### src/design/bank_of_fixed_capacity_lists_defines.svh
// ----------------------------------------------------------------------------
// Bank of fixed-capacity lists: assertion macros
// Shared property wrappers, clocked on clk and disabled while rst_n is low.
// ----------------------------------------------------------------------------
`ifndef BANK_OF_FIXED_CAPACITY_LISTS_DEFINES_SVH
`define BANK_OF_FIXED_CAPACITY_LISTS_DEFINES_SVH

// Consequent must hold in the same cycle as the antecedent.
`define BOFCL_ASSERT_SAME(label, ante, cons, msg) \
    label: assert property (@(posedge clk) disable iff (!rst_n) (ante) |-> (cons)) \
        else $error(msg);

// Consequent must hold in the cycle after the antecedent.
`define BOFCL_ASSERT_NEXT(label, ante, cons, msg) \
    label: assert property (@(posedge clk) disable iff (!rst_n) (ante) |=> (cons)) \
        else $error(msg);

`endif

### src/design/bofcl_pkg.sv
// ----------------------------------------------------------------------------
// Bank of fixed-capacity lists: package
// Field widths, operation and status codes, and the list table update type.
// ----------------------------------------------------------------------------
package bofcl_pkg;

    localparam int OP_W     = 3;
    localparam int LIST_W   = 4;
    localparam int VALUE_W  = 32;
    localparam int CAPREQ_W = 16;
    localparam int STATUS_W = 4;

    localparam logic [OP_W-1:0] OP_CREATE   = 3'd0;
    localparam logic [OP_W-1:0] OP_APPEND   = 3'd1;
    localparam logic [OP_W-1:0] OP_REM_LAST = 3'd2;
    localparam logic [OP_W-1:0] OP_REM_VAL  = 3'd3;
    localparam logic [OP_W-1:0] OP_READ     = 3'd4;

    localparam logic [STATUS_W-1:0] ST_OK        = 4'd0;
    localparam logic [STATUS_W-1:0] ST_BAD_POS   = 4'd1;
    localparam logic [STATUS_W-1:0] ST_EXISTS    = 4'd2;
    localparam logic [STATUS_W-1:0] ST_BAD_SIZE  = 4'd3;
    localparam logic [STATUS_W-1:0] ST_NO_MEM    = 4'd4;
    localparam logic [STATUS_W-1:0] ST_FULL      = 4'd5;
    localparam logic [STATUS_W-1:0] ST_ABSENT    = 4'd6;
    localparam logic [STATUS_W-1:0] ST_EMPTY     = 4'd7;
    localparam logic [STATUS_W-1:0] ST_NOT_FOUND = 4'd8;

    localparam logic [1:0] UPD_NONE   = 2'd0;
    localparam logic [1:0] UPD_CREATE = 2'd1;
    localparam logic [1:0] UPD_INC    = 2'd2;
    localparam logic [1:0] UPD_DEC    = 2'd3;

    typedef struct packed {
        logic              valid;
        logic [1:0]        kind;
        logic [LIST_W-1:0] list;
    } tbl_upd_t;

endpackage

### src/design/bofcl_list_table.sv
// ----------------------------------------------------------------------------
// Bank of fixed-capacity lists: list table
// Existence flag, capacity and fill count of every list, with one lookup
// port and one update port.
// ----------------------------------------------------------------------------
module bofcl_list_table #(
    parameter int NUM_LISTS    = 10,
    parameter int MAX_CAPACITY = 16
) (
    input  logic                                    clk,
    input  logic                                    rst_n,
    input  logic [bofcl_pkg::LIST_W-1:0]            rd_list,
    output logic                                    cur_exists,
    output logic [$clog2(MAX_CAPACITY+1)-1:0]       cur_cap,
    output logic [$clog2(MAX_CAPACITY+1)-1:0]       cur_cnt,
    input  bofcl_pkg::tbl_upd_t                     upd,
    input  logic [$clog2(MAX_CAPACITY+1)-1:0]       upd_cap
);
    import bofcl_pkg::*;

    localparam int CW    = $clog2(MAX_CAPACITY + 1);
    localparam int IDX_W = (NUM_LISTS > 1) ? $clog2(NUM_LISTS) : 1;

    logic          exists_reg [NUM_LISTS];
    logic [CW-1:0] cap_reg    [NUM_LISTS];
    logic [CW-1:0] cnt_reg    [NUM_LISTS];

    logic             rd_in_range;
    logic             wr_in_range;
    logic [IDX_W-1:0] rd_idx;
    logic [IDX_W-1:0] wr_idx;

    assign rd_in_range = rd_list < LIST_W'(NUM_LISTS);
    assign wr_in_range = upd.list < LIST_W'(NUM_LISTS);
    assign rd_idx      = rd_list[IDX_W-1:0];
    assign wr_idx      = upd.list[IDX_W-1:0];

    // A list number outside the bank reads as a list that does not exist.
    assign cur_exists = rd_in_range ? exists_reg[rd_idx] : 1'b0;
    assign cur_cap    = rd_in_range ? cap_reg[rd_idx] : '0;
    assign cur_cnt    = rd_in_range ? cnt_reg[rd_idx] : '0;

    always_ff @(posedge clk or negedge rst_n)
    begin
        if (!rst_n)
        begin
            for (int i = 0; i < NUM_LISTS; i++)
            begin
                exists_reg[i] <= 1'b0;
                cap_reg[i]    <= '0;
                cnt_reg[i]    <= '0;
            end
        end
        else if (upd.valid && wr_in_range)
        begin
            case (upd.kind)
                UPD_CREATE:
                begin
                    exists_reg[wr_idx] <= 1'b1;
                    cap_reg[wr_idx]    <= upd_cap;
                    cnt_reg[wr_idx]    <= '0;
                end
                UPD_INC: cnt_reg[wr_idx] <= cnt_reg[wr_idx] + CW'(1);
                UPD_DEC: cnt_reg[wr_idx] <= cnt_reg[wr_idx] - CW'(1);
                default: ;
            endcase
        end
    end

endmodule

### config.mk
export PLATFORM = sky130hd
export DESIGN_NAME = bofcl_list_table
export DESIGN_NICKNAME = d
export VERILOG_FILES = /design/src/design/bank_of_fixed_capacity_lists_defines.svh /design/src/design/bofcl_pkg.sv /design/src/design/bofcl_list_table.sv
export SDC_FILE = /design/constraint.sdc
export NUM_CORES = 1
export LEC_CHECK = 0
export ABC_AREA = 0
export BUFFER_PORTS_ARGS = -buffer_cell sky130_fd_sc_hd__buf_2
export CORE_ASPECT_RATIO = 1.75
export CORE_UTILIZATION = 35
export CTS_BUF_LIST = sky130_fd_sc_hd__clkbuf_4 sky130_fd_sc_hd__clkbuf_8
export DETAILED_ROUTE_END_ITERATION = 6
export GPL_TIMING_DRIVEN = 0
export PLACE_DENSITY = 0.58
export SLEW_MARGIN = 30
export SYNTH_ARGS = -nofsm -noshare
export SYNTH_HDL_FRONTEND = slang
export SYNTH_SLANG_ARGS = --single-unit
### constraint.sdc
create_clock -name clk -period 3.2 [get_ports clk]
set_clock_uncertainty 0.05 [all_clocks]
set_input_delay 0.32 -clock clk [delete_from_list [all_inputs] [get_ports clk]]
set_output_delay 0.32 -clock clk [all_outputs]
set_load 0.005 [all_outputs]
* Word level (Yosys, flattened, before mapping) *
Cells that the tools add are included.

word-level totals
  flip-flop bits (word level) = 110
  input bits = 18
  output and inout port bits = 11

operators by class
  $add $sub $neg = 2
  $lt $le $gt $ge = 5
  equal/unequal tests = 3
  multiplexer cells = 23
  bitwise operators = 5
  reduce and logical (&&, ||, !) cells = 5

operator list
  cell                 number
  $bwmux 50            3
  $pmux 50 s3          1
  $bmux 5 s4           3
  $and 50x50->50       1
  $not 50->50          1
  $mux 5               9
  $demux 5 s4          1
  $ge 5x5->1 const B   2
  $not 4->5            2
  $or 10x10->10        1
  $lt 4x4->1 const B   2
  $add 5x1->5 const B  1
  $lt 5x1->1 const B   1
  $sub 5x1->5 const B  1
  $bmux 1 s4           1
  $demux 1 s4          1
  $eq 2x2->1 const B   2
  $mux 1               4
  $reduce_and 2->1     2
  $reduce_bool 3->1    1
  $eq 2x1->1 const B   1
  $logic_and 1x1->1    2

* Depth between registers and ports, before layout *
Gate-level depths: netlist (run 1).

  depth in word-level cells = 8
  mapped depth = 12

* Worst setup path after synthesis (run 1) *
OpenSTA, ideal clock, no wires.

  kind = input to register
  start = in upd[0] (netlist name)
  end = reg cnt_reg[14] (netlist name)
  arrival time = 2.362 ns
  required time = 3.040 ns
  slack = 0.677 ns
  stages = 12
  path through = buf_6 -> buf_12 -> mux2i_1 -> nor2_1 -> o31ai_4 -> inv_1 -> ha_1 -> nor3b_1 -> a41oi_2 -> nor4_1 -> or3_1 -> o41ai_1

on the way
  cells in the longest elaborated chain, start to end = 8
  elaborated cells between the ends (all ways) = 19
  those cells by class = add/sub: 2; order compare: 3; mux: 8; bitwise: 3; reduce/logical: 3

ends and longest elaborated chain
  element                                              RTL line                text
  start: declaration                                   bofcl_list_table.sv:16  input bofcl_pkg::tbl_upd_t upd,
  branches (longest 8 deep; another with $sub 5x1->5)  n/a
  end signal: indexed assignment                       bofcl_list_table.sv:63  UPD_INC: cnt_reg[wr_idx] <= cnt_reg[wr_idx] + CW'(1);
  end signal: indexed assignment                       bofcl_list_table.sv:64  UPD_DEC: cnt_reg[wr_idx] <= cnt_reg[wr_idx] - CW'(1);
  end: declaration                                     bofcl_list_table.sv:26  logic [CW-1:0] cnt_reg [NUM_LISTS];

Parallel ways; which one is timed is not known. The select of a mux whose other input is x is not followed.
A chain may end at the register's enable or synchronous reset.

* Worst setup path after layout (run 1) *
  start = in upd[0] (netlist name)
  end = reg cnt_reg[49] (netlist name)

Same word-level chain as after synthesis.

==> metrics.sh, run 1 <==
GLOBAL_ROUTE.USAGE.MET1=0.237
ASYNCSETRESETFLOPFRACSYNTH=1.00
MET3_USAGE=0.0360
TOP_USAGE_LAYER='met2'
SLEW-LIMIT-HEADROOM=0.396
CTS_RESIZED=0
TIMING.REG2REG.SETUP_SLACK_NS=0.19
GRT.TOTAL_USAGE=0.233
FP.DIEH_UM=192
FINALHOLDVIOLATIONS=0
LEAKAGE_uW=0.00331
CLK_ROOT_BUFFER_CELL='sky130_fd_sc_hd__clkbuf_8'
FINAL-SETUP-VIOL-COUNT=0
SYNTH_ENABLE_FLOP_CELLS=0
CRIT_PATH_MAX_FANOUT=10
POSTSYNTHREGISTERBITS=110
MAXIMUM_NUMBER_OF_PINS_ON_ONE_NET_BEFORE_GLOBAL_ROUTE_REPAIR=81
GRT_ANTENNA_BEFORE_REPAIR=0
CRITICAL_PATH.REG2REG.ENDPOINT='cnt_reg[49]'
POWER.DENSITY_mW_PER_MM2=422
FINAL_ANTENNA_NET_COUNT=0
PORT_BUFFERS=22
POST-SYNTH-TOP-COUNT-CELL='sky130_fd_sc_hd__dfrtp_1'
PERIOD_NEEDED_NS=3.11
POST-ROUTE-WORST-SETUP-SLACK_NS=0.0934
WORSTSETUPSTARTPOINTTYPE='input pin'
SYNTH_SEQ_AREA_SHARE=0.381
MULTIINPUTGATEAREA_MM2=0.00410
SYNTH.NET_COUNT=717
ROWS=69
POST_DRT_VIA_CELL_RATIO=6.08
PRE_CTS_WS_NS=-0.219
CTS_HOLD_BUFFERS=1
RR_STARTPOINT='cnt_reg[1]'
IOPINCOUNT=29
ANTENNA-DIODE-COUNT=0
GRT_SETUP_UNREPAIRED='false'
CTS-ROOT-TO-SINK-BUFFERS=2
ROUTE.FINAL.WIRE_LENGTH_UM=24000
DRCVIOLATIONCOUNT=0
CRITICAL_PATH_REQUIRED_NS=3.39
WORST_EP_ARRIVAL_TIME_NS=3.29
WORSTPATHCELLLIST='buf_2 > buf_6 > buf_12 > mux2i_1 > nor2_1 > o31ai_4 > inv_1 > ha_1 > nor3b_1 > a41oi_2 > nor4_1 > or3_1 > o41ai_1'
CRIT_SLOWEST_CELL='sky130_fd_sc_hd__a41oi_2'
SYNTH_LARGEST_TYPE_AREA_FRACTION=0.381
POST_LAYOUT_NET_COUNT=752
MAX_SLEW.WORST_PIN.SLEW_NS=0.905
NETLIST.TOP_CELL.BY_AREA='sky130_fd_sc_hd__dfrtp_1'
FRACTION_OF_FINAL_LAYOUT_CELLS_SIZED_BEYOND_DRIVE_STRENGTH_1=0.263
CTS_TREE='done'
DP_HPWL_UM=17900
GRT_PASS1_VIAS=6175
REGISTER_AREA_MM2=0.00275
GRT_FIRST_PASS_WIRELENGTH_UM=36400
INITIAL_CORE_UTIL=0.356
SLEW_VIOLATIONS=0
VIAS=5991
PATH_CLASS='in2reg'
GRT_UTIL_MET2=0.435
POST-CTS-SETUP-BUFFERS=0
MIN_PERIOD_OVER_PERIOD=0.971
TIMING.HOLD.WORST.CLASS='in2async'
HORIZONTAL_EXTENT_OF_THE_DIE_UM=111
YOSYS.CELL_TYPES.COUNT=64
IRDROPWORSTVDD_mV=0.272
NETLIST_TOP_CELLS_AREA='sky130_fd_sc_hd__dfrtp_1, sky130_fd_sc_hd__mux2_2, sky130_fd_sc_hd__mux4_2, sky130_fd_sc_hd__mux2i_1, sky130_fd_sc_hd__nand2_1'
PLACE_CONGESTION=0.946
GLOBALROUTEOVERFLOWTOTAL=0
YS_WARN_COUNT=0
CORE_AREA_MM2=0.0203
SYN-CELL-AREA_MM2=0.00723
CLOCK_LATENCY_NS=0.40
SYNTH_CELLS=697
DRTPASS1ITERATIONS=6
CTS.HTREE.LEVELS=3
FF2FF_PATH_DEPTH=10
DRTITER0DRC=408
DESIGN_POWER_TOTAL_uW=3340
TOTAL_CTS_BUFFERS=9
WL_PER_CELL_UM=24.4
DIE-AREA_MM2=0.0212
PRIMARY_FF_MASTER_SYNTH='sky130_fd_sc_hd__dfrtp_1'
WORSTSETUPENDPOINTTYPE='flip-flop'
PATH_CLK_SLEW_NS=0.11
FILLER_CELL_COUNT=2010
DRV_CAP=0
TIMING.FMAX_MHz=322
NETLIST_TOP_CELLS_COUNT='sky130_fd_sc_hd__dfrtp_1, sky130_fd_sc_hd__mux2_2, sky130_fd_sc_hd__nand2_1'
RUN_STATUS='complete, no violations'
CLOCK_SINKS=110
SYN_AVG_CELL_AREA_UM2=10.4
AREA_DELTA_SYNTH_FINAL_PCT=9.40
TIMING.CRITICAL_PATH.SLOWEST_CELL_DELAY_NS=0.53
==> per-stage QoR <==
stage | cells | TNS, ns | hold slack [ns] | utilization | instance area, um2
floorplan | 697 | 0 | -0.0256 | - | 7230
global placement | 967 | -1.60 | 0.394 | 0.377 | 7650
detailed placement | 968 | -1.38 | 0.156 | 0.379 | 7690
CTS | 985 | 0 | 0.305 | 0.389 | 7900
global route | 985 | 0 | 0.331 | 0.390 | 7910
finish | 985 | 0 | 0.297 | 0.390 | 7910
==> per-layer routing <==
metal	vias to the layer above	share of wire
met2	261	0.54
met3	82	0.048
met4	0	0.063
li1	2706	-
met5	-	0
met1	2942	0.35
==> report_power, final <==
part	switching, uW	total (uW)	internal (uW)
clock network	545	860	315
logic	459	813	354
registers	115	1670	1550
total	1120	3340	2220
==> cell type report <==
| class | instances | area share |
|---|---|---|
| multi-input cells | 518 | 0.519 |
| well taps | 248 | 0.0393 |
| inverters | 5 | 0.00237 |
| repair buffers | 24 | 0.0199 |
| plain buffers | 64 | 0.0467 |
| flip-flops and latches | 110 | 0.348 |
| clock buffers | 10 | 0.0166 |
| clock inverters | 6 | 0.00823 |
==> kinds of logic after synthesis <==
group | Yosys count | synth area share
AOI/OAI and AO/OA | 171 | 0.176
xor gates and xnor gates | 2 | 0.00242
buffers and inverters | 69 | 0.0537
and+or+nand+nor | 216 | 0.152
adders and majority gates | 2 | 0.00346
DFF | 110 | 0.381
muxes | 127 | 0.231
==> placed cells by master (no fill, tap or decap), types with 3 or more instances in the layout <==
cell type                  synthesis  routed
sky130_fd_sc_hd__a21oi_1          40      40
sky130_fd_sc_hd__a221oi_1         11      11
sky130_fd_sc_hd__a22o_1           10      10
sky130_fd_sc_hd__a311oi_1         10      10
sky130_fd_sc_hd__a31oi_1           9       8
sky130_fd_sc_hd__and2_1           12      12
sky130_fd_sc_hd__and3_1           14      14
sky130_fd_sc_hd__buf_1             9       9
sky130_fd_sc_hd__buf_2            14      35
sky130_fd_sc_hd__buf_4             6       6
sky130_fd_sc_hd__buf_6             6       6
sky130_fd_sc_hd__clkbuf_1         26      26
sky130_fd_sc_hd__clkbuf_8          0       9
sky130_fd_sc_hd__dfrtp_1         110     110
sky130_fd_sc_hd__inv_1             5       5
sky130_fd_sc_hd__inv_8             0       3
sky130_fd_sc_hd__mux2_2           72      72
sky130_fd_sc_hd__mux2i_1          31      31
sky130_fd_sc_hd__mux4_2           22      22
sky130_fd_sc_hd__nand2_1          72      72
sky130_fd_sc_hd__nand2b_1         12      12
sky130_fd_sc_hd__nand3_1          22      22
sky130_fd_sc_hd__nand4_1           9       9
sky130_fd_sc_hd__nor2_1           30      30
sky130_fd_sc_hd__nor2b_1           3       3
sky130_fd_sc_hd__nor3_1            9       9
sky130_fd_sc_hd__nor3_2            3       3
sky130_fd_sc_hd__nor4_1            8       8
sky130_fd_sc_hd__o21ai_0          47      47
sky130_fd_sc_hd__o32ai_2           8       8
sky130_fd_sc_hd__o41ai_1           8       8
sky130_fd_sc_hd__or2_2             3       3
sky130_fd_sc_hd__or3_1             9       9
==> how the worst max path moves through the flow <==
stage / to / cells after the start / slack (ns) / start
after global placement: cnt_reg[49] / 13 / -0.23 / upd[0]
after detailed placement: cnt_reg[49] / 13 / -0.22 / upd[0]
after global routing: cnt_reg[49] / 13 / 0.03 / upd[0]
after CTS: cnt_reg[49] / 13 / 0.22 / upd[0]
final: cnt_reg[49] / 13 / 0.09 / upd[0]
after floorplan: cnt_reg[14] / 12 / 0.68 / upd[0]
==> critical path: cells and delay by family <==
kind	cells	cell delay [ns]
and+or+nand+nor	4	0.79
buffers and inverters	4	0.60
adders and majority gates	1	0.27
AOI/OAI and AO/OA	3	0.96
muxes	1	0.35
No activity file was read; power rests on OpenSTA's default activity.
==> run 2, diff against run 1 <==
--- a/config.mk
+++ b/config.mk
@@ -7,12 +7,11 @@
 export LEC_CHECK = 0
 export ABC_AREA = 0
 export BUFFER_PORTS_ARGS = -buffer_cell sky130_fd_sc_hd__buf_2
-export CORE_ASPECT_RATIO = 1.75
 export CORE_UTILIZATION = 35
 export CTS_BUF_LIST = sky130_fd_sc_hd__clkbuf_4 sky130_fd_sc_hd__clkbuf_8
 export DETAILED_ROUTE_END_ITERATION = 6
 export GPL_TIMING_DRIVEN = 0
-export PLACE_DENSITY = 0.58
+export PLACE_DENSITY = 0.5
 export SLEW_MARGIN = 30
 export SYNTH_ARGS = -nofsm -noshare
 export SYNTH_HDL_FRONTEND = slang
==> run 2 against run 1 <==
  * Fmax is 6.4% higher
  * Clock power grew 4.4%
  * Design area grew 0.49%
  * Critical path depth fell by 3
  * Sequential power hardly changed
  * Sequential cell count unchanged
  * Hold slack better by 0.048 ns
  * Largest power group unchanged
  * Worst setup slack better by 0.19 ns
  * Sequential share of layout area down 0.17 points
  * First-iteration DRC count rose by 2.0%
==> metrics.sh, run 2 (same netlist as run 1, synthesis figures left out) <==
FF2FF_PATH_DEPTH=10  # unchanged
PERIOD_NEEDED_NS=2.92  # was 3.11 ns
DIE-AREA_MM2=0.0212  # about the same
FINAL-SETUP-VIOL-COUNT=0  # unchanged
PATH_CLASS='reg2reg'  # was in2reg
WL_PER_CELL_UM=24.1  # was 24.4 um
CRITPATHLAUNCH='cnt_reg[31]'  # was upd[0]
CTS.HTREE.LEVELS=3  # unchanged
CLK_ROOT_BUFFER_CELL='sky130_fd_sc_hd__clkbuf_8'  # unchanged
HORIZONTAL_EXTENT_OF_THE_DIE_UM=146  # was 111 um
ROUTE.FINAL.WIRE_LENGTH_UM=24300  # was 24000 um
MAXIMUM_NUMBER_OF_PINS_ON_ONE_NET_BEFORE_GLOBAL_ROUTE_REPAIR=63  # was 81
FINALHOLDVIOLATIONS=0  # unchanged
POST_LAYOUT_NET_COUNT=752  # unchanged
VIAS=5990  # was 5991
WORST_EP_ARRIVAL_TIME_NS=3.14  # was 3.29 ns
DP_HPWL_UM=17300  # was 17900 um
MET3_USAGE=0.0470  # was 0.0360
P_SW_uW=1140  # was 1120 uW
PORTION_OF_TOTAL_POWER_ATTRIBUTED_TO_COMBINATIONAL_LOGIC=0.239  # was 0.244
CLOCK_LATENCY_NS=0.40  # about the same
FILLER_CELL_COUNT=2024  # was 2010
PLACE_CONGESTION=0.924  # was 0.946
POWER.DENSITY_mW_PER_MM2=423  # was 422 mW/mm2
DESIGN_POWER_TOTAL_uW=3360  # was 3340 uW
CLOCK_SINKS=110  # unchanged
FRACTION_OF_FINAL_LAYOUT_CELLS_SIZED_BEYOND_DRIVE_STRENGTH_1=0.263  # unchanged
SLEW_VIOLATIONS=0  # unchanged
CTS_TREE='done'  # unchanged
GLOBALROUTEOVERFLOWTOTAL=0  # unchanged
LEAKAGE_uW=0.00332  # was 0.00331 uW
SLEW-LIMIT-HEADROOM=0.395  # was 0.396
CRIT_PATH_MAX_FANOUT=9  # was 10
AREA_DELTA_SYNTH_FINAL_PCT=9.94  # was 9.40%
GRT.TOTAL_USAGE=0.235  # was 0.233
POST_DRT_VIA_CELL_RATIO=5.95  # was 6.08
POST-ROUTE-WORST-SETUP-SLACK_NS=0.280  # was 0.0934 ns
PRE_CTS_WS_NS=-0.0576  # was -0.219 ns
GLOBAL_ROUTE.USAGE.MET1=0.319  # was 0.237
TIMING.HOLD.WORST.CLASS='in2async'  # unchanged
TOTAL_CTS_BUFFERS=9  # unchanged
P_INT_uW=2220  # about the same
DRTITER0DRC=416  # was 408
MIN_PERIOD_OVER_PERIOD=0.912  # was 0.971
INITIAL_CORE_UTIL=0.357  # was 0.356
MOSTFREQUENTLAYOUTCELL='sky130_fd_sc_hd__dfrtp_1'  # unchanged
RR_STARTPOINT='cnt_reg[31]'  # was cnt_reg[1]
MAX_SLEW.WORST_PIN.SLEW_NS=0.908  # was 0.905 ns
TOP_USAGE_LAYER='met2'  # unchanged
TIMING.HOLD.WS_NS=0.345  # was 0.297 ns
LAYOUT.CELLS.MOST_COMMON_LIST='sky130_fd_sc_hd__dfrtp_1, sky130_fd_sc_hd__nand2_1, sky130_fd_sc_hd__mux2_2'  # unchanged
DRTPASS1ITERATIONS=5  # was 6
GRT_SETUP_UNREPAIRED='false'  # unchanged
PATH_CLK_SLEW_NS=0.13  # was 0.11 ns
CLOCK_POWER_SHARE=0.267  # was 0.258
GRT_FIRST_PASS_WIRELENGTH_UM=37400  # was 36400 um
WORSTSETUPSTARTPOINTTYPE='flip-flop'  # was input pin
POST-CTS-SETUP-BUFFERS=0  # unchanged
ANTENNA-DIODE-COUNT=0  # unchanged
CRITICAL_PATH_REQUIRED_NS=3.42  # was 3.39 ns
NETSWITCHINGFRACTION=0.339  # was 0.335
TIMING.REG2REG.SETUP_SLACK_NS=0.28  # was 0.19 ns
IOPINCOUNT=29  # unchanged
IRDROPWORSTVDD_mV=0.273  # was 0.272 mV
GRT_UTIL_MET2=0.365  # was 0.435
DRV_CAP=0  # unchanged
FP.DIEH_UM=146  # was 192 um
GRT_PASS1_VIAS=6128  # was 6175
TIMING.FMAX_MHz=342  # was 322 MHz
CTS-ROOT-TO-SINK-BUFFERS=2  # unchanged
ROWS=52  # was 69
WORSTSETUPENDPOINTTYPE='flip-flop'  # unchanged
FINAL_ANTENNA_NET_COUNT=0  # unchanged
PORT_BUFFERS=22  # unchanged
DRCVIOLATIONCOUNT=0  # unchanged
CORE_AREA_MM2=0.0202  # was 0.0203 mm2
RUN_STATUS='complete, no violations'  # unchanged
GRT_ANTENNA_BEFORE_REPAIR=0  # unchanged
SEQ_POWER_SHARE=0.494  # was 0.499
## run 2: per-layer routing
metal	wire length, um	share of wire
met2	11100	0.46
met4	851	0.035
met1	10700	0.44
met3	1610	0.066
met5	0	0
## run 2: final cells by class
class	count	area [um2]	share of cell area
Buffer	64	372	0.0468
Timing Repair Buffer	24	158	0.0198
Clock buffer	9	124	0.0156
Tap cell	270	338	0.0425
Inverter	5	18.8	0.00236
Clock inverter	7	81.3	0.0102
Sequential cell	110	2750	0.347
Multi-Input combinational cell	518	4100	0.516
## run 2: stage by stage
stage	TNS, ns	area, um2	instances	utilization
floorplan	0	7230	697	-
global placement	-0.0379	7670	989	0.379
detailed placement	-0.166	7730	990	0.382
CTS	0	7940	1007	0.392
global route	0	7940	1007	0.393
finish	0	7940	1007	0.393
## run 2: worst paths after layout
check / endpoint
hold reg to reg: exists_reg[0]
setup / recovery: cnt_reg[39]
min in group clk: cap_reg[19]
hold / removal: cnt_reg[29]
max in group asynchronous: cap_reg[38]
setup reg to reg: cnt_reg[39]
## run 2: critical path: stages (launching register included)
cell                      delay [ns]
sky130_fd_sc_hd__dfrtp_1        0.41
sky130_fd_sc_hd__mux2i_1        0.17
sky130_fd_sc_hd__o22ai_1        0.14
sky130_fd_sc_hd__o31ai_4        0.39
sky130_fd_sc_hd__inv_1          0.09
sky130_fd_sc_hd__ha_1           0.27
sky130_fd_sc_hd__nor3b_1        0.17
sky130_fd_sc_hd__a41oi_2        0.50
sky130_fd_sc_hd__nor4_1         0.10
sky130_fd_sc_hd__or3_1          0.41
sky130_fd_sc_hd__o41ai_1        0.10
## run 2: power groups by stage
stage,logic [uW],registers [uW],clock network (uW)
floorplan,562,1650,0
global placement,776,1670,0
detailed placement,798,1690,0
CTS,802,1660,932
global route,867,1680,989
finish,803,1660,898
## run 2: what timing repair did
item | CTS | global route
setup endpoints to repair | 0 | 3
endpoints found under the hold margin | 48 | 0
resized for setup | 0 | 2
hold buffers | 1 | 0
