[src/design/bank_of_fixed_capacity_lists_defines.svh]
// ----------------------------------------------------------------------------
// Bank of fixed-capacity lists: assertion macros
// Shared property wrappers, clocked on clk and disabled while rst_n is low.
// ----------------------------------------------------------------------------
`ifndef BANK_OF_FIXED_CAPACITY_LISTS_DEFINES_SVH
`define BANK_OF_FIXED_CAPACITY_LISTS_DEFINES_SVH

// Consequent must hold in the same cycle as the antecedent.
`define BOFCL_ASSERT_SAME(label, ante, cons, msg) \
    label: assert property (@(posedge clk) disable iff (!rst_n) (ante) |-> (cons)) \
        else $error(msg);

// Consequent must hold in the cycle after the antecedent.
`define BOFCL_ASSERT_NEXT(label, ante, cons, msg) \
    label: assert property (@(posedge clk) disable iff (!rst_n) (ante) |=> (cons)) \
        else $error(msg);

`endif

[src/design/bofcl_pkg.sv]
// ----------------------------------------------------------------------------
// Bank of fixed-capacity lists: package
// Field widths, operation and status codes, and the list table update type.
// ----------------------------------------------------------------------------
package bofcl_pkg;

    localparam int OP_W     = 3;
    localparam int LIST_W   = 4;
    localparam int VALUE_W  = 32;
    localparam int CAPREQ_W = 16;
    localparam int STATUS_W = 4;

    localparam logic [OP_W-1:0] OP_CREATE   = 3'd0;
    localparam logic [OP_W-1:0] OP_APPEND   = 3'd1;
    localparam logic [OP_W-1:0] OP_REM_LAST = 3'd2;
    localparam logic [OP_W-1:0] OP_REM_VAL  = 3'd3;
    localparam logic [OP_W-1:0] OP_READ     = 3'd4;

    localparam logic [STATUS_W-1:0] ST_OK        = 4'd0;
    localparam logic [STATUS_W-1:0] ST_BAD_POS   = 4'd1;
    localparam logic [STATUS_W-1:0] ST_EXISTS    = 4'd2;
    localparam logic [STATUS_W-1:0] ST_BAD_SIZE  = 4'd3;
    localparam logic [STATUS_W-1:0] ST_NO_MEM    = 4'd4;
    localparam logic [STATUS_W-1:0] ST_FULL      = 4'd5;
    localparam logic [STATUS_W-1:0] ST_ABSENT    = 4'd6;
    localparam logic [STATUS_W-1:0] ST_EMPTY     = 4'd7;
    localparam logic [STATUS_W-1:0] ST_NOT_FOUND = 4'd8;

    localparam logic [1:0] UPD_NONE   = 2'd0;
    localparam logic [1:0] UPD_CREATE = 2'd1;
    localparam logic [1:0] UPD_INC    = 2'd2;
    localparam logic [1:0] UPD_DEC    = 2'd3;

    typedef struct packed {
        logic              valid;
        logic [1:0]        kind;
        logic [LIST_W-1:0] list;
    } tbl_upd_t;

endpackage

[src/design/bofcl_if.sv]
// ----------------------------------------------------------------------------
// Bank of fixed-capacity lists: channel interfaces
// Request and response channels with a valid/ready handshake per word.
// ----------------------------------------------------------------------------
interface bofcl_req_if;
    import bofcl_pkg::*;

    logic                       valid;
    logic                       ready;
    logic [OP_W-1:0]            operation;
    logic [LIST_W-1:0]          list_number;
    logic signed [VALUE_W-1:0]  item_value;
    logic signed [CAPREQ_W-1:0] capacity_request;

    modport source (output valid, output operation, output list_number,
                    output item_value, output capacity_request, input ready);
    modport sink   (input valid, input operation, input list_number,
                    input item_value, input capacity_request, output ready);
endinterface

interface bofcl_rsp_if;
    import bofcl_pkg::*;

    logic                      valid;
    logic                      ready;
    logic [STATUS_W-1:0]       status;
    logic signed [VALUE_W-1:0] element;
    logic                      element_valid;
    logic                      last;

    modport source (output valid, output status, output element,
                    output element_valid, output last, input ready);
    modport sink   (input valid, input status, input element,
                    input element_valid, input last, output ready);
endinterface

[src/design/bofcl_ctrl.sv]
// ----------------------------------------------------------------------------
// Bank of fixed-capacity lists: sequencer
// Takes one request word at a time, checks it against the list table,
// walks the element store for searches, shifts and read-outs, and drives
// the registered response word.
// ----------------------------------------------------------------------------
module bofcl_ctrl #(
    parameter int NUM_LISTS    = 10,
    parameter int MAX_CAPACITY = 16
) (
    input  logic                                                  clk,
    input  logic                                                  rst_n,
    bofcl_req_if.sink                                             req,
    bofcl_rsp_if.source                                           rsp,
    output logic [bofcl_pkg::LIST_W-1:0]                          lookup_list,
    input  logic                                                  cur_exists,
    input  logic [$clog2(MAX_CAPACITY+1)-1:0]                     cur_cap,
    input  logic [$clog2(MAX_CAPACITY+1)-1:0]                     cur_cnt,
    output bofcl_pkg::tbl_upd_t                                   upd,
    output logic [$clog2(MAX_CAPACITY+1)-1:0]                     upd_cap,
    output logic                                                  ram_we,
    output logic [((NUM_LISTS*MAX_CAPACITY > 1) ?
                   $clog2(NUM_LISTS*MAX_CAPACITY) : 1)-1:0]       ram_waddr,
    output logic [bofcl_pkg::VALUE_W-1:0]                         ram_wdata,
    output logic                                                  ram_re,
    output logic [((NUM_LISTS*MAX_CAPACITY > 1) ?
                   $clog2(NUM_LISTS*MAX_CAPACITY) : 1)-1:0]       ram_raddr,
    input  logic [bofcl_pkg::VALUE_W-1:0]                         ram_rdata
);
    import bofcl_pkg::*;

    localparam int CW = $clog2(MAX_CAPACITY + 1);
    localparam int AW = (NUM_LISTS * MAX_CAPACITY > 1) ?
                        $clog2(NUM_LISTS * MAX_CAPACITY) : 1;

    localparam logic [2:0] S_IDLE   = 3'd0;
    localparam logic [2:0] S_DECIDE = 3'd1;
    localparam logic [2:0] S_EMIT   = 3'd2;
    localparam logic [2:0] S_SEARCH = 3'd3;
    localparam logic [2:0] S_SHIFT  = 3'd4;
    localparam logic [2:0] S_READ   = 3'd5;
    localparam logic [2:0] S_READW  = 3'd6;

    logic [2:0]           state_reg, state_next;
    logic [OP_W-1:0]      op_reg;
    logic [LIST_W-1:0]    num_reg;
    logic [VALUE_W-1:0]   val_reg;
    logic [CAPREQ_W-1:0]  capreq_reg;
    logic [CW-1:0]        idx_reg, idx_next;
    logic [CW-1:0]        at_reg, at_next;
    logic                 found_reg, found_next;
    logic                 cmp_vld_reg, cmp_vld_next;
    logic [CW-1:0]        cmp_idx_reg, cmp_idx_next;
    logic [STATUS_W-1:0]  status_reg, status_next;
    logic [1:0]           upd_kind_reg, upd_kind_next;

    logic                 out_valid_reg;
    logic [STATUS_W-1:0]  out_status_reg;
    logic [VALUE_W-1:0]   out_elem_reg;
    logic                 out_ev_reg;
    logic                 out_last_reg;

    logic                 accept;
    logic                 out_free;
    logic                 push;
    logic [STATUS_W-1:0]  push_status;
    logic [VALUE_W-1:0]   push_elem;
    logic                 push_ev;
    logic                 push_last;
    logic                 upd_valid;
    logic [LIST_W-1:0]    li;
    logic                 in_range;
    logic [AW-1:0]        base;
    logic                 match;

    assign accept   = req.valid && req.ready;
    assign out_free = !out_valid_reg || rsp.ready;
    assign li       = num_reg - LIST_W'(1);
    assign in_range = (num_reg != '0) && (num_reg <= LIST_W'(NUM_LISTS));
    assign base     = AW'(li) * AW'(MAX_CAPACITY);
    assign match    = ram_rdata == val_reg;

    assign lookup_list = li;
    assign upd_cap     = capreq_reg[CW-1:0];
    assign upd.valid   = upd_valid;
    assign upd.kind    = upd_kind_reg;
    assign upd.list    = li;
    assign ram_wdata   = (state_reg == S_SHIFT) ? ram_rdata : val_reg;
    assign ram_raddr   = base + AW'(idx_reg);

    assign req.ready         = state_reg == S_IDLE;
    assign rsp.valid         = out_valid_reg;
    assign rsp.status        = out_status_reg;
    assign rsp.element       = out_elem_reg;
    assign rsp.element_valid = out_ev_reg;
    assign rsp.last          = out_last_reg;

    always_comb
    begin
        state_next    = state_reg;
        idx_next      = idx_reg;
        at_next       = at_reg;
        found_next    = found_reg;
        cmp_vld_next  = 1'b0;
        cmp_idx_next  = cmp_idx_reg;
        status_next   = status_reg;
        upd_kind_next = upd_kind_reg;
        push          = 1'b0;
        push_status   = ST_OK;
        push_elem     = '0;
        push_ev       = 1'b0;
        push_last     = 1'b1;
        ram_we        = 1'b0;
        ram_waddr     = base + AW'(cur_cnt);
        ram_re        = 1'b0;
        upd_valid     = 1'b0;

        case (state_reg)
            S_IDLE:
            begin
                if (accept)
                begin
                    state_next = S_DECIDE;
                end
            end

            S_DECIDE:
            begin
                state_next    = S_EMIT;
                upd_kind_next = UPD_NONE;
                status_next   = ST_OK;
                if (op_reg > OP_READ)
                begin
                    state_next = S_IDLE;
                end
                else if (!in_range)
                begin
                    status_next = ST_BAD_POS;
                end
                else if (op_reg == OP_CREATE)
                begin
                    if (cur_exists)
                    begin
                        status_next = ST_EXISTS;
                    end
                    else if (capreq_reg[CAPREQ_W-1] || capreq_reg == '0)
                    begin
                        status_next = ST_BAD_SIZE;
                    end
                    else if (capreq_reg > CAPREQ_W'(MAX_CAPACITY))
                    begin
                        status_next = ST_NO_MEM;
                    end
                    else
                    begin
                        upd_kind_next = UPD_CREATE;
                    end
                end
                else if (!cur_exists)
                begin
                    status_next = ST_ABSENT;
                end
                else
                begin
                    case (op_reg)
                        OP_APPEND:
                        begin
                            if (cur_cnt >= cur_cap)
                            begin
                                status_next = ST_FULL;
                            end
                            else
                            begin
                                ram_we        = 1'b1;
                                upd_kind_next = UPD_INC;
                            end
                        end
                        OP_REM_LAST:
                        begin
                            if (cur_cnt == '0)
                            begin
                                status_next = ST_EMPTY;
                            end
                            else
                            begin
                                upd_kind_next = UPD_DEC;
                            end
                        end
                        OP_REM_VAL:
                        begin
                            if (cur_cnt == '0)
                            begin
                                status_next = ST_EMPTY;
                            end
                            else
                            begin
                                state_next = S_SEARCH;
                                idx_next   = '0;
                                found_next = 1'b0;
                            end
                        end
                        default:
                        begin
                            // Read-out of an empty list gives one plain OK word.
                            if (cur_cnt != '0)
                            begin
                                state_next = S_READ;
                                idx_next   = '0;
                            end
                        end
                    endcase
                end
            end

            S_EMIT:
            begin
                if (out_free)
                begin
                    push        = 1'b1;
                    push_status = status_reg;
                    upd_valid   = 1'b1;
                    state_next  = S_IDLE;
                end
            end

            S_SEARCH:
            begin
                if (idx_reg < cur_cnt)
                begin
                    ram_re       = 1'b1;
                    idx_next     = idx_reg + CW'(1);
                    cmp_vld_next = 1'b1;
                    cmp_idx_next = idx_reg;
                end
                if (cmp_vld_reg)
                begin
                    if (match)
                    begin
                        found_next = 1'b1;
                        at_next    = cmp_idx_reg;
                    end
                    // The last compare decides; the latest match wins.
                    if (cmp_idx_reg + CW'(1) == cur_cnt)
                    begin
                        if (match || found_reg)
                        begin
                            state_next   = S_SHIFT;
                            idx_next     = (match ? cmp_idx_reg : at_reg) + CW'(1);
                            cmp_vld_next = 1'b0;
                        end
                        else
                        begin
                            status_next   = ST_NOT_FOUND;
                            upd_kind_next = UPD_NONE;
                            state_next    = S_EMIT;
                        end
                    end
                end
            end

            S_SHIFT:
            begin
                // Read entry j, and write it to j-1 in the following cycle.
                if (cmp_vld_reg)
                begin
                    ram_we    = 1'b1;
                    ram_waddr = base + AW'(cmp_idx_reg - CW'(1));
                end
                if (idx_reg < cur_cnt)
                begin
                    ram_re       = 1'b1;
                    idx_next     = idx_reg + CW'(1);
                    cmp_vld_next = 1'b1;
                    cmp_idx_next = idx_reg;
                end
                else if (!cmp_vld_reg)
                begin
                    status_next   = ST_OK;
                    upd_kind_next = UPD_DEC;
                    state_next    = S_EMIT;
                end
            end

            S_READ:
            begin
                ram_re     = 1'b1;
                state_next = S_READW;
            end

            S_READW:
            begin
                if (out_free)
                begin
                    push      = 1'b1;
                    push_elem = ram_rdata;
                    push_ev   = 1'b1;
                    push_last = (idx_reg + CW'(1)) == cur_cnt;
                    if (push_last)
                    begin
                        state_next = S_IDLE;
                    end
                    else
                    begin
                        idx_next   = idx_reg + CW'(1);
                        state_next = S_READ;
                    end
                end
            end

            default:
            begin
                state_next = S_IDLE;
            end
        endcase
    end

    always_ff @(posedge clk or negedge rst_n)
    begin
        if (!rst_n)
        begin
            state_reg      <= S_IDLE;
            op_reg         <= '0;
            num_reg        <= '0;
            val_reg        <= '0;
            capreq_reg     <= '0;
            idx_reg        <= '0;
            at_reg         <= '0;
            found_reg      <= 1'b0;
            cmp_vld_reg    <= 1'b0;
            cmp_idx_reg    <= '0;
            status_reg     <= ST_OK;
            upd_kind_reg   <= UPD_NONE;
            out_valid_reg  <= 1'b0;
            out_status_reg <= ST_OK;
            out_elem_reg   <= '0;
            out_ev_reg     <= 1'b0;
            out_last_reg   <= 1'b0;
        end
        else
        begin
            state_reg    <= state_next;
            idx_reg      <= idx_next;
            at_reg       <= at_next;
            found_reg    <= found_next;
            cmp_vld_reg  <= cmp_vld_next;
            cmp_idx_reg  <= cmp_idx_next;
            status_reg   <= status_next;
            upd_kind_reg <= upd_kind_next;
            if (accept)
            begin
                op_reg     <= req.operation;
                num_reg    <= req.list_number;
                val_reg    <= req.item_value;
                capreq_reg <= req.capacity_request;
            end
            if (push)
            begin
                out_valid_reg  <= 1'b1;
                out_status_reg <= push_status;
                out_elem_reg   <= push_elem;
                out_ev_reg     <= push_ev;
                out_last_reg   <= push_last;
            end
            else if (rsp.ready)
            begin
                out_valid_reg <= 1'b0;
            end
        end
    end

endmodule

[src/flat_wrapper.sv]
// flat-port wrapper written by rule: the top's interface ports become plain ports
module bofcl_ctrl_flat import bofcl_pkg::*;
#(
    parameter int NUM_LISTS    = 10,
    parameter int MAX_CAPACITY = 16
)
  (clk, rst_n, lookup_list, cur_exists, cur_cap, cur_cnt, upd, upd_cap, ram_we, ram_waddr, ram_wdata, ram_re, ram_raddr, ram_rdata, req_valid, req_operation, req_list_number, req_item_value, req_capacity_request, req_ready, rsp_valid, rsp_status, rsp_element, rsp_element_valid, rsp_last, rsp_ready);
  bofcl_req_if req_i ();
  bofcl_rsp_if rsp_i ();
  input  logic clk;
  input  logic rst_n;
  output logic [bofcl_pkg::LIST_W-1:0] lookup_list;
  input  logic cur_exists;
  input  logic [$clog2(MAX_CAPACITY+1)-1:0] cur_cap;
  input  logic [$clog2(MAX_CAPACITY+1)-1:0] cur_cnt;
  output bofcl_pkg::tbl_upd_t upd;
  output logic [$clog2(MAX_CAPACITY+1)-1:0] upd_cap;
  output logic ram_we;
  output logic [((NUM_LISTS*MAX_CAPACITY > 1) ?
                   $clog2(NUM_LISTS*MAX_CAPACITY) : 1)-1:0] ram_waddr;
  output logic [bofcl_pkg::VALUE_W-1:0] ram_wdata;
  output logic ram_re;
  output logic [((NUM_LISTS*MAX_CAPACITY > 1) ?
                   $clog2(NUM_LISTS*MAX_CAPACITY) : 1)-1:0] ram_raddr;
  input  logic [bofcl_pkg::VALUE_W-1:0] ram_rdata;
  input wire logic [$bits(req_i.valid)-1:0] req_valid;
  input wire logic [$bits(req_i.operation)-1:0] req_operation;
  input wire logic [$bits(req_i.list_number)-1:0] req_list_number;
  input wire logic [$bits(req_i.item_value)-1:0] req_item_value;
  input wire logic [$bits(req_i.capacity_request)-1:0] req_capacity_request;
  output wire logic [$bits(req_i.ready)-1:0] req_ready;
  output wire logic [$bits(rsp_i.valid)-1:0] rsp_valid;
  output wire logic [$bits(rsp_i.status)-1:0] rsp_status;
  output wire logic [$bits(rsp_i.element)-1:0] rsp_element;
  output wire logic [$bits(rsp_i.element_valid)-1:0] rsp_element_valid;
  output wire logic [$bits(rsp_i.last)-1:0] rsp_last;
  input wire logic [$bits(rsp_i.ready)-1:0] rsp_ready;
  assign req_i.valid = req_valid;
  assign req_i.operation = req_operation;
  assign req_i.list_number = req_list_number;
  assign req_i.item_value = req_item_value;
  assign req_i.capacity_request = req_capacity_request;
  assign req_ready = req_i.ready;
  assign rsp_valid = rsp_i.valid;
  assign rsp_status = rsp_i.status;
  assign rsp_element = rsp_i.element;
  assign rsp_element_valid = rsp_i.element_valid;
  assign rsp_last = rsp_i.last;
  assign rsp_i.ready = rsp_ready;
  bofcl_ctrl #(.NUM_LISTS(NUM_LISTS), .MAX_CAPACITY(MAX_CAPACITY)) u_core (.clk(clk), .rst_n(rst_n), .req(req_i), .rsp(rsp_i), .lookup_list(lookup_list), .cur_exists(cur_exists), .cur_cap(cur_cap), .cur_cnt(cur_cnt), .upd(upd), .upd_cap(upd_cap), .ram_we(ram_we), .ram_waddr(ram_waddr), .ram_wdata(ram_wdata), .ram_re(ram_re), .ram_raddr(ram_raddr), .ram_rdata(ram_rdata));
endmodule
[config.mk]
export PLATFORM = sky130hd
export DESIGN_NAME = bofcl_ctrl_flat
export DESIGN_NICKNAME = d
export VERILOG_FILES = /design/src/design/bank_of_fixed_capacity_lists_defines.svh /design/src/design/bofcl_pkg.sv /design/src/design/bofcl_if.sv /design/src/design/bofcl_ctrl.sv /design/src/flat_wrapper.sv
export SDC_FILE = /design/constraint.sdc
export NUM_CORES = 1
export LEC_CHECK = 0
export BUFFER_PORTS_ARGS = -buffer_cell sky130_fd_sc_hd__clkbuf_2
export CAP_MARGIN = 25
export CORE_UTILIZATION = 35
export CTS_BUF_LIST = sky130_fd_sc_hd__clkbuf_16
export CTS_CLUSTER_SIZE = 25
export DETAILED_ROUTE_END_ITERATION = 10
export SYNTH_ARGS = -nofsm -noshare
export SYNTH_HDL_FRONTEND = slang
export SYNTH_SLANG_ARGS = --single-unit
export TNS_END_PERCENT = 50
[constraint.sdc]
create_clock -name clk -period 5.4 [get_ports clk]
set_clock_uncertainty 0.15 [all_clocks]
set_input_delay 0.27 -clock clk [delete_from_list [all_inputs] [get_ports clk]]
set_output_delay 0.27 -clock clk [all_outputs]
set_load 0.01 [all_outputs]
* Word level (Yosys, flattened, before mapping) *
Cells that the tools add are included.

word-level totals
  logic and storage cells = 189
  bits of input ports = 102
  bits in registers = 120
  output and inout bits = 106

operators by class
  eq/ne operators = 31
  add/subtract/negate cells = 8
  muxes and demuxes = 102
  order comparisons = 5
  reductions and logical operators = 26

operators with widths
  kind                                                                               count
  32-bit 2-to-1 mux                                                                  3
  5-bit 2-to-1 mux                                                                   13
  4-bit 2-to-1 mux                                                                   13
  3-bit 2-to-1 mux                                                                   17
  32-bit equality test                                                               1
  1-bit 2-to-1 mux                                                                   29
  2-bit 2-to-1 mux                                                                   13
  3-bit case mux with 7 select lines                                                 1
  2-bit != test (second input constant)                                              10
  5-bit case mux with 4 select lines                                                 1
  8-bit by 5-bit adder with 8-bit output                                             2
  16-bit by 5-bit greater-than comparator with 1-bit output (second input constant)  1
  16-bit zero test                                                                   1
  8-bit 2-to-1 mux                                                                   2
  5-bit by 1-bit adder with 5-bit output (second input constant)                     3
  2-bit by 1-bit != test with 1-bit output (second input constant)                   7
  3-bit by 2-bit equality test with 1-bit output (second input constant)             4
  4-bit case mux with 3 select lines                                                 1
  5-bit equality test                                                                2
  5-bit case mux with 2 select lines                                                 1
  10-bit AND reduction                                                               1
  3-bit equality test (second input constant)                                        3
  9-bit AND reduction                                                                1
  8-bit adder                                                                        1
  27 further kinds                                                                   41

* Depth between registers and ports, before layout *
Gate-level depths: netlist of run 1.

  depth after elaboration = 8
  mapped depth = 13
  mapped depth without buffers = 13

* Least setup slack after synthesis of run 1 *
No wires, ideal clock.

  path kind = register to register
  start = reg u_core.val_reg[3]
  end = reg u_core.idx_reg[4]
  stages on the path, launching flop included = 13
  path buffers = 0
  required time = 5111 ps
  data arrival time = 2479 ps
  clock period less this slack = 2767 ps
  path slack = 2633 ps
  library setup time = 139 ps
  cell sequence = dfrtp_1 -> xor2_1 -> nor4_1 -> nand4_1 -> nor2_2 -> mux2_2 -> ha_1 -> nand3_1 -> xor2_1 -> nand3_1 -> o21a_1 -> nor2_1 -> o221ai_1

on the way
  word-level cells in the longest chain between the ends = 7
  elaborated cells on any way between the ends = 8
  classes of those cells = add/sub (1); eq/ne (1); mux (5); reduce/logical (1)

RTL lines
  what                                    RTL line           text
  from (decl)                             bofcl_ctrl.sv:47   logic [VALUE_W-1:0] val_reg;
  from (signal assigned)                  bofcl_ctrl.sv:353  val_reg <= req.item_value;
  32-bit equality test *                  bofcl_ctrl.sv:81   assign match = ram_rdata == val_reg;
  5-bit 2-to-1 mux                        bofcl_ctrl.sv:248  idx_next = (match ? cmp_idx_reg : at_reg) + CW'(1);
  5-bit by 1-bit adder with 5-bit output  bofcl_ctrl.sv:248
  5-bit 2-to-1 mux *                      bofcl_ctrl.sv:245  if (match || found_reg)
  5-bit 2-to-1 mux *                      bofcl_ctrl.sv:243  if (cmp_idx_reg + CW'(1) == cur_cnt)
  5-bit 2-to-1 mux *                      bofcl_ctrl.sv:235  if (cmp_vld_reg)
  5-bit case mux with 4 select lines *    bofcl_ctrl.sv:118  case (state_reg)
  to (signal assigned)                    bofcl_ctrl.sv:342  idx_reg <= idx_next;
  to (decl)                               bofcl_ctrl.sv:49   logic [CW-1:0] idx_reg, idx_next;

Mark *: on every way between the ends. The rest lies on a longest branch, timed or not.
A chain may end at the register's enable or synchronous reset.

==> summary.txt, run 1 <==
Run status
  – Status: completed

Cells and area
  – Fin nets: 1,106
  – Antenna diode count: 0
  – Commonest cells after routing, fill and taps aside: 206 x clkbuf_2, 119 x dfrtp_1, 104 x nand2_1, 95 x mux2_2, 85 x dlygate4sd3_1
  – Most common cell after layout, fill and taps aside: clkbuf_2
  – Fraction of final layout cells sized beyond drive strength 1: 0.358
  – Area delta synth->final: 36.4%

Clocking
  – CTS tree: done
  – Number of resized instances in the post-cts repair step: 0
  – CTS sink count: 120
  – Root buffer cell: clkbuf_16
  – Skew-Pair Late Insertion Delay: ~410 ps
  – Clk slew on worst S/H paths: ~60 ps
  – CTS buffer count: 17
  – H-Tree Depth: 4
  – Clock tree buffer depth: 2

Synth
  – Largest family of logic cells by synthesized area: multiplexers
  – Share of synthesized area spent on multiplexers: 0.153
  – Number of unique standard cell types used by synthesis: 74
  – Adder-cell area share of the yosys netlist: 0.0427
  – Xor and xnor area share after synthesis: 0.0855
  – #FFs+latches synth: 120
  – Synth Instances: between 700 and 800
  – Number of enable flip-flop cells after synthesis: 0
  – Synthesized-area fraction occupied by and/or/nand/nor cells: 0.141
  – Per-instance average area after synthesis: ~10 um^2
  – Top_reg_cell synth: dfrtp_1
  – Synthesis Warnings: 0
  – Complex-gate fraction of the synthesized area: 0.108
  – Number of nets produced by synthesis: roughly 840
  – Post-synth design cell area: 0.00720 mm^2
  – Async set-or-reset flop fraction in the synthesized netlist: 1.00
  – Share of the yosys chip area belonging to registers: 0.417

Routing
  – Initial DRC count: 328
  – First-pass detailed-route iteration total: 5
  – Avg WL per Cell: about 16 um
  – Remaining antenna violation count after routing: 0
  – Vias per cell: just under 5
  – Remaining DRCs: 0
  – Detailed-route via count: between 6,000 and 7,000
  – Aggregate routed wire length: slightly above 20 mm

Pwr
  – Final Power: approximately 5.1 mW
  – Cell Pwr Density: 522 mW/mm^2
  – Max rail drop VDD: around 340 uV
  – Leakage power: around 4.6 nW

Worst setup path
  – Worst Path Arrival: approximately 3100 ps
  – Required time worst endpoint: 4980 ps
  – Critical path class: register to primary output
  – Kind of end point of the critical path: primary output
  – Kind of start point of the critical path: register
  – Highest net fanout along the worst path: 10

Min path
  – Hold Path Class: input port to register

STA
  – Setup violation total in the final timing report: 0
  – RSZ-0062 raised after global routing: false
  – Rel. slew slack: 0.326
  – Final Critical Period: 3560 ps
  – Number of hold violations in the final report: 0
  – Peak Freq: 281 MHz
  – Setup TNS: 0 ps
  – Worst Tran Pin Value: 1010 ps
  – Tcrit/Tclk final: 0.660
  – Count of pins over their slew limit: 0

Place
  – GP Congestion: around 0.84
  – Number of port buffers: 207
  – Detailed placement HPWL: ~15 mm

Die
  – Starting utilization of the core area: 0.357
  – Vert. Die Dim: approximately 150 um
  – Number of core rows: 52
  – Standard cell core area: roughly 0.02 mm^2
  – Ports placed on the boundary: ~210
  – Chip Width: 145 um
  – Total die area: 0.0212 mm^2

Global routing
  – Number of global-route vias before repair: around 6,500
  – Largest net degree at the start of global routing: 80
  – Global-route wire length before repair: between 30 and 40 mm
  – Remaining Overflow, GRT: 0
  – Number of antenna violations at the first check in global routing: 0
  – Total track usage: 0.203

Job
  – Maximum capacitance violations: 0
-- path summary, 6_finish.rpt --
| check | startpoint | end | slack, ps | depth (start not counted) |
|---|---|---|---|---|
| max | u_core.cmp_idx_reg[2]$_DFFE_PN0P_ | ram_waddr[7] | 1840 | 9 |
| min | ram_rdata[10] | u_core.rsp.element[10]$_DFFE_PN0P_ | 10 | 3 |
| max reg2reg | u_core.val_reg[29]$_DFFE_PN0P_ | u_core.idx_reg[4]$_DFFE_PN0P_ | 2030 | 13 |
| min reg2reg | u_core.rsp.element[26]$_DFFE_PN0P_ | u_core.rsp.element[26]$_DFFE_PN0P_ | 330 | 2 |
| max in group asynchronous | rst_n | u_core.state_reg[2]$_DFFE_PN0P_ | 3580 | 4 |
| min in group asynchronous | rst_n | u_core.val_reg[10]$_DFFE_PN0P_ | 240 | 2 |
-- layout make-up --
class | instances | area [um^2]
timing repair buffer | 297 | 1940
sequential | 120 | 3000
inverter | 26 | 97.6
tap | 270 | 338
clock inverter | 15 | 185
clock buffer | 17 | 425
multi-input combinational | 518 | 3830
fill | 1937 | 10300
-- critical path: stages (launching register included) --
cell and delay (ps):
dfrtp_1 530, nor3_1 330, nor3b_1 580, ha_1 350, a21o_1 150, a21oi_1 160, xor2_1 80, o21ai_0 240
xnor2_1 150, clkbuf_2 150
-- cell usage after synthesis (3+ instances only) --
cell      count  share of area
nand2b_1     10         0.0087
nor2b_1       7         0.0061
buf_2         7         0.0049
nor2_1       28          0.015
o31ai_1       3         0.0031
buf_1         3         0.0016
nor3_1       12         0.0083
a21o_1        4         0.0042
nand4_1       3         0.0026
nor4_1       10         0.0087
o21ai_0      58          0.040
ha_1         23          0.040
xor2_1       42          0.051
buf_4        15          0.016
a21oi_1      17          0.012
o22ai_1       3         0.0026
a221o_1       3         0.0042
nor3b_1       3         0.0031
inv_1        26          0.014
o21bai_1      3         0.0031
xnor2_1      14          0.017
nand3_1      12         0.0083
and2_1        4         0.0035
clkbuf_1     23          0.012
mux2_2       95           0.15
o21ai_1       3         0.0021
a31oi_1       5         0.0043
nand2_1     104          0.054
dfrtp_1     120           0.42
-- cells by family after synthesis --
family / count (synthesis)
simple gates: 210
buf+inv: 78
compound gates: 124
flops: 120
fa+ha+maj: 24
mux: 98
xor+xnor: 62
-- stage by stage --
| stage | instances | hold WS (ps) | util | setup slack [ps] | area, um^2 |
|---|---|---|---|---|---|
| 3_3_place_gp | 1145 | 310 | 0.413 | 2070 | 8340 |
| 6_report | 1263 | 10.7 | 0.487 | 1840 | 9820 |
| 3_5_place_dp | 1145 | 317 | 0.413 | 1990 | 8340 |
| 2_1_floorplan | 716 | -176 | - | 2630 | 7200 |
| 5_1_grt | 1263 | 17.7 | 0.487 | 1570 | 9820 |
| 4_1_cts | 1262 | 1.81 | 0.486 | 1790 | 9800 |
-- layer usage --
layer	up-vias	wire [um]	global-route usage
met5	-	0	0
li1	3001	-	-
met3	33	1220	0.0448
met4	0	542	0.0842
met1	2997	9160	0.255
met2	222	9820	0.338
-- power by group --
group	switching (mW)	internal [mW]
registers	0.359	1.25
logic	1.23	1.10
clock network	0.419	0.765
-- timing repair --
action | 4_1_cts | 5_1_grt
hold endpoints to repair | 162 | 0
setup buffers | 0 | 0
hold buffers | 85 | 0
No activity file was read; power rests on OpenSTA's default activity.
==> run 2: changes to the inputs <==
clock period = 3.5 ns   (was 5.4 ns; I/O delays follow)
==> run 2 against run 1 <==
Design area rose by 0.28%. Flip-flop and latch count did not move. Worst setup slack got worse by 1500 ps. Largest cell class unchanged.
==> summary.txt, run 2 (synthesis gave the netlist of run 1 again) <==
Place
  – Detailed placement HPWL: between 10 and 15 mm
  – Placed cell count: between 1,000 and 1,500
  – Number of port buffers: between 200 and 250
  – GP Congestion: between 0.8 and 0.9

Worst setup path
  – Highest net fanout along the worst path: 3
  – Cell chain of the critical path: dlygate4sd3_1 -> clkbuf_2 -> xor2_1 -> nor4_1 -> nand4_1 -> nor2_2 -> mux2i_1 -> inv_1 -> ha_1 -> nand3_1 -> xor2_1 -> nand3_1 -> o21a_1 -> nor2_1 -> o221ai_1
  – Worst Path Arrival: 3260 ps
  – Required time worst endpoint: roughly 3600 ps
  – Critical path class: input port to register
  – Cell at the slowest stage of the critical path: dlygate4sd3_1
  – Buffers & Inverters on Critical Path: 3
  – Critical Path Max Stage Delay: roughly 530 ps
  – Largest delay share family, worst path: simple AND/OR/NAND/NOR gates
  – Kind of start point of the critical path: input port
  – Kind of end point of the critical path: register

Run status
  – Status: completed

Clocking
  – H-Tree Depth: 4
  – Skew-Pair Late Insertion Delay: approximately 420 ps
  – CTS buffer count: 17
  – Root buffer cell: clkbuf_16
  – Clock tree buffer depth: 2
  – CTS sink count: 120
  – CTS tree: done
  – Clk slew on worst S/H paths: about 60 ps

Die
  – Number of core rows: 52
  – Standard cell core area: 0.0202 mm^2
  – Starting utilization of the core area: 0.357
  – Chip Width: 145 um
  – Ports placed on the boundary: approximately 210
  – Vert. Die Dim: between 100 and 150 um
  – Total die area: about 0.021 mm^2

Routing
  – Avg WL per Cell: between 15 and 20 um
  – Aggregate routed wire length: about 21 mm
  – Initial DRC count: roughly 220
  – Remaining DRCs: 0
  – Remaining antenna violation count after routing: 0
  – First-pass detailed-route iteration total: 4
  – Vias per cell: between 4 and 5
  – Detailed-route via count: approximately 6,300

STA
  – Rel. slew slack: 0.518
  – RSZ-0062 raised after global routing: false
  – Final Critical Period: around 3100 ps
  – Peak Freq: between 300 and 400 MHz
  – Setup violation total in the final timing report: 0
  – Count of pins over their slew limit: 0
  – Tcrit/Tclk final: 0.894
  – Worst Tran Pin Value: just over 700 ps
  – Setup TNS: 0 ps
  – Number of hold violations in the final report: 0

Job
  – Maximum capacitance violations: 0

Cells and area
  – Fin nets: ~1,100
  – Commonest cells after routing, fill and taps aside: 206 x clkbuf_2, 119 x dfrtp_1, 104 x nand2_1, 95 x mux2_2, 89 x dlygate4sd3_1
  – Antenna diode count: 0
  – Area delta synth->final: 36.8%
  – Fraction of final layout cells sized beyond drive strength 1: 0.365
  – Cell Count, Final, Fillers Out: approximately 1,300
  – Most common cell after layout, fill and taps aside: clkbuf_2

Min path
  – Hold Path Class: input port to register

Pwr
  – Max rail drop VDD: roughly 420 uV
  – Cell Pwr Density: 785 mW/mm^2
  – Leakage power: approximately 4.6 nW
  – Final Power: between 7 and 8 mW

Global routing
  – Number of antenna violations at the first check in global routing: 0
  – Global-route wire length before repair: 33.7 mm
  – Remaining Overflow, GRT: 0
  – Total track usage: 0.200
  – Largest net degree at the start of global routing: 76
  – Number of global-route vias before repair: about 6,300
## run 2: timing repair
item	4_1_cts	5_1_grt
gates resized for setup	0	1
endpoints found under the hold margin	139	0
setup endpoints to repair	0	1
hold buffers	89	0
buffers inserted	0	0
## run 2: routing by layer
metal,global-route usage,routed length (um)
met5,0,0
met4,0.0589,346
met2,0.333,9780
met1,0.256,9400
met3,0.0489,1260
## run 2: path summary, 6_finish.rpt
kind                                                    start                            endpoint  slack (ps)  depth (start not counted)
hold / removal                                     cur_exists    u_core.status_reg[2]$_DFFE_PN0P_          70                          3
max in group asynchronous                               rst_n     u_core.state_reg[2]$_DFFE_PN0P_        2110                          3
hold reg to reg            u_core.rsp.element[23]$_DFFE_PN0P_  u_core.rsp.element[23]$_DFFE_PN0P_         330                          2
min in group asynchronous                               rst_n      u_core.val_reg[30]$_DFFE_PN0P_         210                          2
setup / recovery                                ram_rdata[31]       u_core.idx_reg[4]$_DFFE_PN0P_         370                         15
setup reg to reg               u_core.val_reg[31]$_DFFE_PN0P_       u_core.idx_reg[4]$_DFFE_PN0P_         380                         13
## run 2: layout make-up
class,count,area [um^2]
clock buffer,17,425
clock inverter,15,106
fill,1930,10300
inverter,26,97.6
multi-input combinational,518,3840
sequential,120,3000
tap,270,338
timing repair buffer,309,2040
## run 2: where the power goes
group          internal, mW  total, mW  switching (mW)
combinational          1.74       3.70            1.96
sequential             1.94       2.44           0.501
clock                 0.903       1.59           0.691
total                  4.58       7.73            3.15
## run 2: metrics by stage
stage	util	hold slack (ps)	setup slack, ps	cell area [um^2]
6_report	0.488	71.2	372	9850
5_1_grt	0.488	73.3	76.4	9850
4_1_cts	0.488	48.8	293	9840
3_5_place_dp	0.417	125	328	8420
3_3_place_gp	0.417	119	388	8420
2_1_floorplan	-	-271	733	7200
## run 2: tightest hold or removal path, stage by stage
cell and delay (ps):
clkbuf_2 170, a2111oi_4 90, a21o_1 150
==> run 3: changes to the inputs <==
RECOVER_POWER = 25   (was not set)
==> run 3 against run 2 <==
Combinational power is 1% lower. Utilization shrank 0.22 points. Worst setup slack got worse by 5.8 ps. Register-to-register slack hardly changed. Flip-flop and latch count unchanged. Count of clock-buffer cells in the layout is the same.
==> summary.txt, run 3 (synthesis gave the netlist of run 1 again) <==
STA
  – Final Critical Period: between 3000 and 4000 ps
  – RSZ-0062 raised after global routing: false
  – Rel. slew slack: 0.0601
  – Count of pins over their slew limit: 0
  – Number of hold violations in the final report: 0
  – Worst Tran Pin Value: around 1400 ps
  – Setup violation total in the final timing report: 0
  – Setup TNS: 0 ps
  – Peak Freq: around 320 MHz
  – Tcrit/Tclk final: 0.895

Worst setup path
  – Kind of start point of the critical path: input port
  – Required time worst endpoint: around 3600 ps
  – Cell at the slowest stage of the critical path: dlygate4sd3_1
  – Buffers & Inverters on Critical Path: 3
  – Kind of end point of the critical path: register
  – Critical Path Max Stage Delay: 530 ps
  – Highest net fanout along the worst path: 3
  – Worst Path Arrival: roughly 3300 ps
  – Largest delay share family, worst path: simple AND/OR/NAND/NOR gates
  – Critical path class: input port to register
  – Cell chain of the critical path: dlygate4sd3_1 -> clkbuf_2 -> xor2_1 -> nor4_1 -> nand4_1 -> nor2_2 -> mux2i_1 -> inv_1 -> ha_1 -> nand3_1 -> xor2_1 -> nand3_1 -> o21a_1 -> nor2_1 -> o221ai_1

Place
  – Placed cell count: roughly 1,200
  – Number of port buffers: between 200 and 250
  – Detailed placement HPWL: roughly 15 mm
  – GP Congestion: between 0.8 and 0.9

Pwr
  – Share of total power in the clock network: 0.207
  – Max rail drop VDD: about 420 uV
  – Share of total power consumed by net switching: 0.409
  – Combinational power share: 0.476
  – Leakage power: roughly 4.5 nW
  – Net Sw Power: about 3.1 mW
  – Sequential cell fraction of total power: 0.317
  – Cell Pwr Density: roughly 800 mW/mm^2
  – Internal Power: between 4 and 5 mW

Routing
  – Avg WL per Cell: 16.3 um
  – Detailed-route via count: about 6,300
  – Aggregate routed wire length: between 20 and 25 mm
  – First-pass detailed-route iteration total: 6
  – Remaining antenna violation count after routing: 0
  – Initial DRC count: between 150 and 200
  – Vias per cell: between 4 and 5
  – Remaining DRCs: 0

Cells and area
  – Most common cell after layout, fill and taps aside: clkbuf_2
  – Area delta synth->final: 36.1%
  – Commonest cells after routing, fill and taps aside: 173 x clkbuf_2, 119 x dfrtp_1, 104 x nand2_1, 95 x mux2_2, 89 x dlygate4sd3_1
  – Antenna diode count: 0
  – Fraction of final layout cells sized beyond drive strength 1: 0.331
  – Cell Count, Final, Fillers Out: ~1,300
  – Fin nets: approximately 1,100

Min path
  – Hold Path Class: input port to register

Die
  – Starting utilization of the core area: 0.357
  – Chip Width: around 150 um
  – Total die area: approximately 0.021 mm^2
  – Ports placed on the boundary: ~210
  – Vert. Die Dim: 145 um
  – Number of core rows: 52
  – Standard cell core area: about 0.020 mm^2

Job
  – Maximum capacitance violations: 0

Global routing
  – Remaining Overflow, GRT: 0
  – Number of global-route vias before repair: approximately 6,300
  – Number of antenna violations at the first check in global routing: 0
  – Total track usage: 0.200
  – Global-route wire length before repair: roughly 34 mm
  – Largest net degree at the start of global routing: 76

Clocking
  – H-Tree Depth: 4
  – CTS buffer count: 17
  – Clk slew on worst S/H paths: around 60 ps
  – Root buffer cell: clkbuf_16
  – CTS sink count: 120
  – CTS tree: done
  – Number of buffers added for setup after CTS: 0
  – Clock tree buffer depth: 2
  – Skew-Pair Late Insertion Delay: 420 ps

Run status
  – Status: completed
[run 3: cell count changes in the layout (fill, tap and decap cells not counted), sizes merged]
cell and delta:
buf -1, clkbuf +1
[run 3: layout make-up]
class | count | area [um^2]
well taps | 270 | 338
flip-flops and latches | 120 | 3000
multi-input cells | 518 | 3840
inverters | 26 | 97.6
fillers | 1949 | 10400
repair buffers | 309 | 1990
clock inverters | 15 | 106
clock buffers | 17 | 425
[run 3: stage by stage]
stage / setup WS [ps] / utilization / power [mW] / instance area [um^2] / hold slack (ps)
3_3_place_gp: 388 / 0.417 / 6.03 / 8420 / 119
6_report: 366 / 0.486 / 7.69 / 9800 / 73.9
4_1_cts: 293 / 0.488 / 7.79 / 9840 / 48.8
5_1_grt: 76.4 / 0.486 / 8.23 / 9800 / 73.3
3_5_place_dp: 328 / 0.417 / 6.08 / 8420 / 125
2_1_floorplan: 733 / - / 4.86 / 7200 / -271
[run 3: timing repair]
action | in CTS | in global routing
resized for setup | 0 | 1
endpoints found under the hold margin | 139 | 0
setup endpoints to repair | 0 | 1
hold buffers | 89 | 0
[run 3: final timing paths]
check | to | slack (ps) | from | depth (start not counted)
min in group asynchronous | u_core.val_reg[30]$_DFFE_PN0P_ | 490 | rst_n | 2
worst max register to register | u_core.idx_reg[4]$_DFFE_PN0P_ | 380 | u_core.val_reg[31]$_DFFE_PN0P_ | 13
worst min-delay path | u_core.status_reg[2]$_DFFE_PN0P_ | 70 | cur_exists | 3
max in group asynchronous | u_core.state_reg[2]$_DFFE_PN0P_ | 1650 | rst_n | 3
worst min register to register | u_core.rsp.element[23]$_DFFE_PN0P_ | 330 | u_core.rsp.element[23]$_DFFE_PN0P_ | 2
worst max-delay path | u_core.idx_reg[4]$_DFFE_PN0P_ | 370 | ram_rdata[31] | 15
[run 3: metal layers]
metal	routed length (um)	up-vias	share of wire	global-route usage
met1	9220	2994	0.44	0.256
met2	9770	223	0.47	0.333
met4	293	0	0.014	0.0589
met3	1450	23	0.070	0.0489
met5	0	-	0	0
li1	-	3030	-	-
[run 3: power by group through the flow]
| stage | Clock (mW) | Combinational, mW | Sequential [mW] |
|---|---|---|---|
| after global routing | 1.67 | 4.04 | 2.52 |
| after global placement | 0 | 3.61 | 2.42 |
| after detailed placement | 0 | 3.63 | 2.45 |
| after CTS | 1.63 | 3.73 | 2.43 |
| after floorplan | 0 | 2.51 | 2.35 |
| final | 1.59 | 3.66 | 2.44 |
[run 3: tightest hold or removal path, stage by stage]
cell and delay, ps:
clkbuf_2 170, a2111oi_4 90, a21o_1 150
